File: src/hdl/mlptw_pkg.sv
package mlptw_pkg;

    localparam int PAGE_OFFSET_BITS_DEF = 12;
    localparam int LEVELS_DEF           = 4;
    localparam int PHYS_PAGES_DEF       = 64;

    localparam int VADDR_W = 64;
    localparam int PADDR_W = 64;
    localparam int PTE_MARK_BITS = 3;

    localparam logic [PADDR_W-1:0] PADDR_FAULT = {PADDR_W{1'b1}};

    localparam logic MODE_ALLOC = 1'b0;
    localparam logic MODE_XLATE = 1'b1;

    typedef enum logic [1:0] {
        ST_OK       = 2'd0,
        ST_UNMAPPED = 2'd1,
        ST_NO_PAGES = 2'd2
    } status_t;

    typedef enum logic [2:0] {
        WS_CLEAR,
        WS_IDLE,
        WS_ISSUE,
        WS_WALK,
        WS_RESULT
    } walk_state_t;

endpackage

File: src/hdl/mlptw_walker.sv
module mlptw_walker #(
    parameter int PAGE_OFFSET_BITS = mlptw_pkg::PAGE_OFFSET_BITS_DEF,
    parameter int LEVELS           = mlptw_pkg::LEVELS_DEF,
    parameter int PHYS_PAGES       = mlptw_pkg::PHYS_PAGES_DEF,
    localparam int IDX_W  = PAGE_OFFSET_BITS - mlptw_pkg::PTE_MARK_BITS,
    localparam int PAGE_W = $clog2(PHYS_PAGES),
    localparam int ADDR_W = PAGE_W + IDX_W,
    localparam int DATA_W = PAGE_W + 1
) (
    input  logic                            clk,
    input  logic                            rst_n,
    input  logic                            in_valid,
    output logic                            in_ready,
    input  logic                            in_mode,
    input  logic [mlptw_pkg::VADDR_W-1:0]   in_vaddr,
    output logic                            res_valid,
    input  logic                            res_ready,
    output logic [mlptw_pkg::PADDR_W-1:0]   res_paddr,
    output mlptw_pkg::status_t              res_status,
    output logic                            mem_we,
    output logic [ADDR_W-1:0]               mem_waddr,
    output logic [DATA_W-1:0]               mem_wdata,
    output logic [ADDR_W-1:0]               mem_raddr,
    input  logic [DATA_W-1:0]               mem_rdata
);

    localparam int DEPTH  = PHYS_PAGES * (1 << IDX_W);
    localparam int CNT_W  = $clog2(PHYS_PAGES + 1);
    localparam int LVL_W  = (LEVELS > 1) ? $clog2(LEVELS) : 1;
    localparam int WALK_W = LEVELS * IDX_W;
    localparam int EXT_W  = mlptw_pkg::VADDR_W + WALK_W;

    mlptw_pkg::walk_state_t state_reg, state_next;
    logic [ADDR_W-1:0]           clr_reg, clr_next;
    logic [PAGE_W-1:0]           root_reg, root_next;
    logic [CNT_W-1:0]            free_reg, free_next;
    logic                        mode_reg, mode_next;
    logic [WALK_W-1:0]           walk_reg, walk_next;
    logic [PAGE_OFFSET_BITS-1:0] off_reg, off_next;
    logic [PAGE_W-1:0]           cur_reg, cur_next;
    logic [LVL_W-1:0]            lvl_reg, lvl_next;
    logic [mlptw_pkg::PADDR_W-1:0] paddr_reg, paddr_next;
    mlptw_pkg::status_t          status_reg, status_next;

    logic [EXT_W-1:0]  vext;
    logic [IDX_W-1:0]  idx_cur;
    logic [WALK_W-1:0] walk_shift;
    logic [PAGE_W-1:0] page_sel;
    logic              pages_left;

    assign vext       = {{WALK_W{1'b0}}, in_vaddr};
    assign idx_cur    = walk_reg[WALK_W-1 -: IDX_W];
    assign walk_shift = walk_reg << IDX_W;
    assign pages_left = (free_reg < CNT_W'(PHYS_PAGES));

    always_ff @(posedge clk or negedge rst_n)
    begin
        if (!rst_n)
        begin
            state_reg <= mlptw_pkg::WS_CLEAR;
            clr_reg   <= '0;
            root_reg  <= '0;
            free_reg  <= CNT_W'(1);
        end
        else
        begin
            state_reg <= state_next;
            clr_reg   <= clr_next;
            root_reg  <= root_next;
            free_reg  <= free_next;
        end
    end

    always_ff @(posedge clk)
    begin
        mode_reg   <= mode_next;
        walk_reg   <= walk_next;
        off_reg    <= off_next;
        cur_reg    <= cur_next;
        lvl_reg    <= lvl_next;
        paddr_reg  <= paddr_next;
        status_reg <= status_next;
    end

    always_comb
    begin
        state_next  = state_reg;
        clr_next    = clr_reg;
        root_next   = root_reg;
        free_next   = free_reg;
        mode_next   = mode_reg;
        walk_next   = walk_reg;
        off_next    = off_reg;
        cur_next    = cur_reg;
        lvl_next    = lvl_reg;
        paddr_next  = paddr_reg;
        status_next = status_reg;
        page_sel    = mem_rdata[DATA_W-1:1];
        in_ready    = 1'b0;
        res_valid   = 1'b0;
        mem_we      = 1'b0;
        mem_waddr   = {cur_reg, idx_cur};
        mem_wdata   = '0;
        mem_raddr   = {cur_reg, idx_cur};

        case (state_reg)
            mlptw_pkg::WS_CLEAR:
            begin
                mem_we    = 1'b1;
                mem_waddr = clr_reg;
                mem_wdata = '0;
                if (clr_reg == ADDR_W'(DEPTH - 1))
                begin
                    state_next = mlptw_pkg::WS_IDLE;
                end
                else
                begin
                    clr_next = clr_reg + ADDR_W'(1);
                end
            end

            mlptw_pkg::WS_IDLE:
            begin
                in_ready = 1'b1;
                if (in_valid)
                begin
                    mode_next   = in_mode;
                    walk_next   = vext[PAGE_OFFSET_BITS +: WALK_W];
                    off_next    = in_vaddr[PAGE_OFFSET_BITS-1:0];
                    lvl_next    = '0;
                    paddr_next  = mlptw_pkg::PADDR_FAULT;
                    if (root_reg != '0)
                    begin
                        cur_next   = root_reg;
                        state_next = mlptw_pkg::WS_ISSUE;
                    end
                    else if (in_mode == mlptw_pkg::MODE_XLATE)
                    begin
                        status_next = mlptw_pkg::ST_UNMAPPED;
                        state_next  = mlptw_pkg::WS_RESULT;
                    end
                    else if (!pages_left)
                    begin
                        status_next = mlptw_pkg::ST_NO_PAGES;
                        state_next  = mlptw_pkg::WS_RESULT;
                    end
                    else
                    begin
                        root_next  = free_reg[PAGE_W-1:0];
                        cur_next   = free_reg[PAGE_W-1:0];
                        free_next  = free_reg + CNT_W'(1);
                        state_next = mlptw_pkg::WS_ISSUE;
                    end
                end
            end

            mlptw_pkg::WS_ISSUE:
            begin
                mem_raddr  = {cur_reg, idx_cur};
                state_next = mlptw_pkg::WS_WALK;
            end

            mlptw_pkg::WS_WALK:
            begin
                if (!mem_rdata[0])
                begin
                    if (mode_reg == mlptw_pkg::MODE_XLATE)
                    begin
                        status_next = mlptw_pkg::ST_UNMAPPED;
                        state_next  = mlptw_pkg::WS_RESULT;
                    end
                    else if (!pages_left)
                    begin
                        status_next = mlptw_pkg::ST_NO_PAGES;
                        state_next  = mlptw_pkg::WS_RESULT;
                    end
                    else
                    begin
                        page_sel  = free_reg[PAGE_W-1:0];
                        free_next = free_reg + CNT_W'(1);
                        mem_we    = 1'b1;
                        mem_wdata = {free_reg[PAGE_W-1:0], 1'b1};
                    end
                end
                if (mem_rdata[0] || (mode_reg == mlptw_pkg::MODE_ALLOC && pages_left))
                begin
                    if (lvl_reg == LVL_W'(LEVELS - 1))
                    begin
                        paddr_next  = mlptw_pkg::PADDR_W'({page_sel, off_reg});
                        status_next = mlptw_pkg::ST_OK;
                        state_next  = mlptw_pkg::WS_RESULT;
                    end
                    else
                    begin
                        // next table is always a younger page, never the one written now
                        mem_raddr = {page_sel, walk_shift[WALK_W-1 -: IDX_W]};
                        walk_next = walk_shift;
                        cur_next  = page_sel;
                        lvl_next  = lvl_reg + LVL_W'(1);
                    end
                end
            end

            mlptw_pkg::WS_RESULT:
            begin
                res_valid = 1'b1;
                if (res_ready)
                begin
                    state_next = mlptw_pkg::WS_IDLE;
                end
            end

            default:
            begin
                state_next = mlptw_pkg::WS_IDLE;
            end
        endcase
    end

    assign res_paddr  = paddr_reg;
    assign res_status = status_reg;

endmodule

File: config.mk
export PLATFORM = sky130hd
export DESIGN_NAME = mlptw_walker
export DESIGN_NICKNAME = d
export VERILOG_FILES = /design/src/hdl/mlptw_pkg.sv /design/src/hdl/mlptw_walker.sv
export SDC_FILE = /design/constraint.sdc
export NUM_CORES = 1
export LEC_CHECK = 0
export BUFFER_PORTS_ARGS = -buffer_cell sky130_fd_sc_hd__buf_2
export CAP_MARGIN = 25
export CELL_PAD_IN_SITES_DETAIL_PLACEMENT = 1
export CELL_PAD_IN_SITES_GLOBAL_PLACEMENT = 1
export CORE_MARGIN = 2
export CORE_UTILIZATION = 40
export CTS_BUF_LIST = sky130_fd_sc_hd__clkbuf_4
export CTS_CLUSTER_DIAMETER = 200
export DETAILED_ROUTE_END_ITERATION = 6
export GPL_TIMING_DRIVEN = 0
export PLACE_DENSITY_LB_ADDON = 0.25
export SLEW_MARGIN = 5
export SYNTH_ARGS = -nofsm -noshare
export SYNTH_HDL_FRONTEND = slang
export SYNTH_SLANG_ARGS = --single-unit
File: constraint.sdc
create_clock -name clk -period 7.4 [get_ports clk]
set_clock_uncertainty 0.2 [all_clocks]
set_input_delay 0.74 -clock clk [delete_from_list [all_inputs] [get_ports clk]]
set_output_delay 0.74 -clock clk [all_outputs]
set_load 0.01 [all_outputs]
Word-level counts from Yosys, hierarchy flattened
Index checks and enable logic that the tools add are counted.

Eq/ne operators: 18. Bitwise gates (word level): 4. Add/subtract/negate cells: 3. Mux-type cells: 64. Reductions and logical operators: 14. Order comparisons: 1.

Operator list (count): $mux W64 (3); $pmux W64 S2 (1); $mux W36 (3); $pmux W36 S2 (1); $mux W7 (10); $mux W15 (4); $mux W6 (9); $mux W3 (11); $mux W2 (11); $ne A2 B2 Y1 const B (10); $add A15 B1 Y15 const B (1); $eq A15 B15 Y1 const B (1); $pmux W3 S5 (1); $pmux W7 S2 (1); $pmux W6 S2 (1); $reduce_and A6 Y1 (2); $pmux W2 S2 (2); $reduce_and A4 Y1 (2); $add A7 B1 Y7 const B (1); $lt A7 B7 Y1 const B (1); $eq A3 B2 Y1 const B (2); $ne A3 B3 Y1 const B (2); $reduce_and A3 Y1 (2); $reduce_bool A6 Y1 (1); other kinds (13) (21).

Logic and storage cells: 115. Bits of input ports: 76. Flip-flop bits (word level): 154. Output and inout port bits: 106.

Depth between registers and ports, before layout
Word-level depth: 7. Mapped depth: 7. Gate-level depth less buffers: 5.

Worst setup path before layout
OpenSTA, ideal clock, no wires.

Path kind: input -> register. Start point: input mem_rdata[0]. End point: register lvl_reg[0], enable pin. Path buffers: 0. Library setup time: 0.433 ns. Arrival time: 2.769 ns. Slack: 3.998 ns. Cell stages on the path: 4. Required time: 6.767 ns. Cells stage by stage: o21ba_2 -> nor2_1 -> a21oi_1 -> nor2_1.

Cells in the longest elaborated chain, start to end: 3.

RTL lines: from (decl) (RTL line mlptw_walker.sv:24) `input logic [DATA_W-1:0] mem_rdata`; $logic_or A1 B1 Y1 (RTL line mlptw_walker.sv:185) `if (mem_rdata[0] || (mode_reg == mlptw_pkg::MODE_ALLOC && pages_left))`; $ne A2 B2 Y1 (no source line); $reduce_and A4 Y1 (no source line); to (signal assigned) (RTL line mlptw_walker.sv:80) `lvl_reg <= lvl_next;`; to (decl) (RTL line mlptw_walker.sv:41) `logic [LVL_W-1:0] lvl_reg, lvl_next;`.

No other way between the ends. A chain may end at the register's enable or synchronous reset.

Worst setup path in the final report
Start point: register free_reg[6]. End point: output mem_raddr[14].

Cells in the longest elaborated chain, start to end: 7. Elaborated cells on any way between the ends: 9. Classes of those cells: 1 x order compare; 6 x mux; 2 x reduce/logical.

RTL lines: from (decl) (RTL line mlptw_walker.sv:36) `logic [CNT_W-1:0] free_reg, free_next;`; from (signal assigned) (RTL line mlptw_walker.sv:70) `free_reg <= free_next;`; $lt A7 B7 Y1 (*) (RTL line mlptw_walker.sv:54) `assign pages_left = (free_reg < CNT_W'(PHYS_PAGES));`; $mux W6 (RTL line mlptw_walker.sv:172) `else if (!pages_left)`; $mux W6 (RTL line mlptw_walker.sv:167) `if (mode_reg == mlptw_pkg::MODE_XLATE)`; $mux W6 (RTL line mlptw_walker.sv:165) `if (!mem_rdata[0])`; $mux W15 (RTL line mlptw_walker.sv:187) `if (lvl_reg == LVL_W'(LEVELS - 1))`; $mux W15 (*) (RTL line mlptw_walker.sv:185); $mux W15 (*) (RTL line mlptw_walker.sv:106) `case (state_reg)`; to (decl) (RTL line mlptw_walker.sv:23) `output logic [ADDR_W-1:0] mem_raddr,`.

Mark *: on every way between the ends. The rest lies on a longest branch, timed or not.

==> run metrics <==
outcome finished, final reports clean; io pins between 150 and 200; P per Cell Area approximately 150 nW/um^2; worst reg2reg path startpoint free_reg[6]; total wire length about 14000 um; RSZ-0062 raised after global routing false; initial drt markers about 190; RePlAce Congestion 0.789; Final Util around 50%; Reg-to-Reg End cur_reg[3]; Die Span X roughly 120 um; syn nets 589; Final ANT Viol Nets 0; crit path kind reg2out; largest family of logic cells by synthesized area simple AND/OR/NAND/NOR gates; multiplexer share of the synthesized area approximately 3.6%; Post-synth EDFFs 78; Area Overhead vs Synth 22.9%; mapped cell area 5520 um^2; GRT Overall Usage between 20% and 30%; Worst Hold Class in2async; drt via density a little under 5; Mapped Cells about 500; number of CTS-inserted buffers 9; hpwl dp around 11000 um; vias in the first global route between 4000 and 5000; PnR worst setup slack a little under 4 ns; peak supply drop between 0.00015 and 0.0002 V; pre-CTS setup slack around 4.2 ns; initial antenna violation count 1; clk root buf clkbuf_4; Leakage between 3 and 4 nW; postcts setup bufs 0; core area around 13000 um^2; Critical Path Sink Type output port; initial core utilization around two fifths; slew margin rel. 36.4%; Remaining DRCs 0; final setup vio count 0; worst-margin pin slew around 0.95 ns; share of post-route cells with drive strength above 1 37.9%; register bit total from synthesis ~110; sequential cell area between 3000 and 4000 um^2; clock-pin transition on the worst setup and hold timing paths around 0.17 ns; post-CTS sizing 0; max cap viols 0; # H-tree levels 3; Crit path arrival time ~2.6 ns; Synth Area in Simple Gates between 20% and 30%; adder-cell share of the synthesized area less than 1%; most common flop cell mapped by yosys edfxtp_1; maximum clock frequency about 280 MHz; Die Height roughly 120 um; Skew-Pair Late Insertion Delay between 0.4 and 0.5 ns; clock sink count between 100 and 150; Yosys Warn Count 0; Filler cells about 1600; multi-input gate area in the final layout 1940 um^2; asr flop ratio synth around 28%; Hold Buf Count CTS 0; clk buf depth 2; synthesized-area fraction occupied by xor and xnor cells under 10%; first-pass GRT wire length 22800 um; Worst R2R Setup Slack 4.79 ns; Pwr Total between 0.9 and 1 mW; Synth cell types 61; first drt pass iteration count 4; worst-path fanout max 10; TritonCTS clock tree done; via count between 4000 and 5000; Post-layout nets roughly 770; complex-gate fraction of the synthesized area 5.96%; DIE AREA around 15000 um^2; Seq/Total Area, Yosys a little under three fifths; # rows 42; Syn Area/Cell approximately 11 um^2; I/O Buffers between 150 and 200; critical path required time ~6.5 ns; post-route clock period utilization a little under half; largest net degree at the start of global routing 38; CP Launch Type flip-flop; wire per inst around 17 um; WHS 0.0808 ns; global route total overflow 0; minimum clock period 3.54 ns; max reg flops 36; Slew Viols, Final 0; post-route setup TNS 0 ns; R2R cell count 5; Final Hold Viols 0
[routing by layer]
layer  global-route usage [%]  routed length [um]  up-vias
li1                         -                   -     2071
met4                     5.68                 186        0
met5                        0                   0        -
met3                     7.05                1060       13
met1                     23.5                5990     2074
met2                     34.9                7150      118
[cells in the mapped netlist (all sizes together), types with 3 or more instances]
cell type  number  area, um^2
nand2b         15        93.8
a211oi          6        45.0
nor2           19        78.8
buf            58         408
ha              3        37.5
nor3           10        71.3
mux2           12         139
nor2b           4        25.0
xnor2           5        43.8
inv             4        15.0
xor2           12         105
a21oi          16        83.8
and3            8        50.1
o21ai           3        18.8
edfxtp         78        2340
nand2         140         526
nand4           5        46.3
mux2i           6        60.1
nand3           7        35.0
clkbuf         12        45.0
nor4            6        71.3
a21o            7        52.6
and2           12        75.1
nor3b           7        62.6
dfrtp          30         751
[power breakdown]
group / internal [mW] / leakage, nW / switching (mW)
sequential: 0.652 / 1.11 / 0
combinational: 0.0173 / 1.94 / 0.0185
clock: 0.112 / 0.0782 / 0.199
total: 0.782 / 3.12 / 0.218
[cell type report]
class / instances / area share [%]
tap: 176 / 3.25
clock inverter: 5 / 0.867
inverter: 4 / 0.221
clock buffer: 11 / 1.22
sequential: 109 / 46.0
buffer: 70 / 6.68
multi-input combinational: 327 / 28.6
timing repair buffer: 168 / 13.1
antenna: 1 / 0.0369
[logic make-up after synthesis]
family          after synthesis
compound gates               47
xor+xnor                     17
fa+ha+maj                     3
buf+inv                      74
flops                       109
mux                          18
simple gates                242
[cell usage in the layout (no fill, tap or decap), types with 2 or more instances in the layout]
| cell | netlist | final |
|---|---|---|
| xnor2_1 | 5 | 5 |
| nor4_1 | 2 | 2 |
| inv_1 | 2 | 2 |
| o31ai_1 | 2 | 2 |
| dfrtp_1 | 30 | 30 |
| nand3_1 | 7 | 7 |
| a211oi_1 | 6 | 6 |
| nor4_2 | 3 | 3 |
| ha_1 | 3 | 3 |
| nor2_1 | 16 | 14 |
| mux2i_1 | 6 | 6 |
| a21o_1 | 7 | 7 |
| a21oi_1 | 15 | 15 |
| a31oi_1 | 2 | 2 |
| buf_1 | 5 | 5 |
| and2_1 | 12 | 12 |
| nor3_2 | 2 | 2 |
| nand4b_1 | 2 | 2 |
| inv_6 | 0 | 2 |
| buf_2 | 5 | 170 |
| nor3b_2 | 2 | 2 |
| o21bai_1 | 2 | 2 |
| xor2_1 | 12 | 12 |
| nand2b_1 | 15 | 15 |
| and3_1 | 8 | 8 |
| nor3_1 | 7 | 7 |
| buf_4 | 47 | 47 |
| clkbuf_1 | 12 | 12 |
| nand4_1 | 4 | 4 |
| clkbuf_4 | 0 | 11 |
| edfxtp_1 | 78 | 78 |
| nor3b_1 | 5 | 5 |
| nor2b_1 | 4 | 4 |
| inv_2 | 2 | 3 |
| nor2_2 | 3 | 4 |
| nand2_1 | 140 | 140 |
| mux2_1 | 11 | 11 |
[worst max path at each step]
stage / from / endpoint
6_report: free_reg[6] / mem_raddr[14]
3_3_place_gp: mem_rdata[0] / walk_reg[34]
4_1_cts: free_reg[6] / mem_raddr[14]
2_1_floorplan: mem_rdata[0] / lvl_reg[0]
3_5_place_dp: mem_rdata[0] / mem_raddr[14]
5_1_grt: free_reg[6] / mem_raddr[14]
[critical path: stages (launching register included)]
cell and delay (ns):
dfrtp_1 0.40, clkbuf_1 0.21, nor3_2 0.43, buf_2 0.30, mux2i_1 0.43, a21oi_1 0.16
buf_2 0.16
[per-stage QoR]
step	area (um^2)	std cells
2_1_floorplan	5520	510
3_3_place_gp	6570	851
3_5_place_dp	6640	854
4_1_cts	6780	870
5_1_grt	6780	871
6_report	6780	871
(Power assumes the default switching activity.)
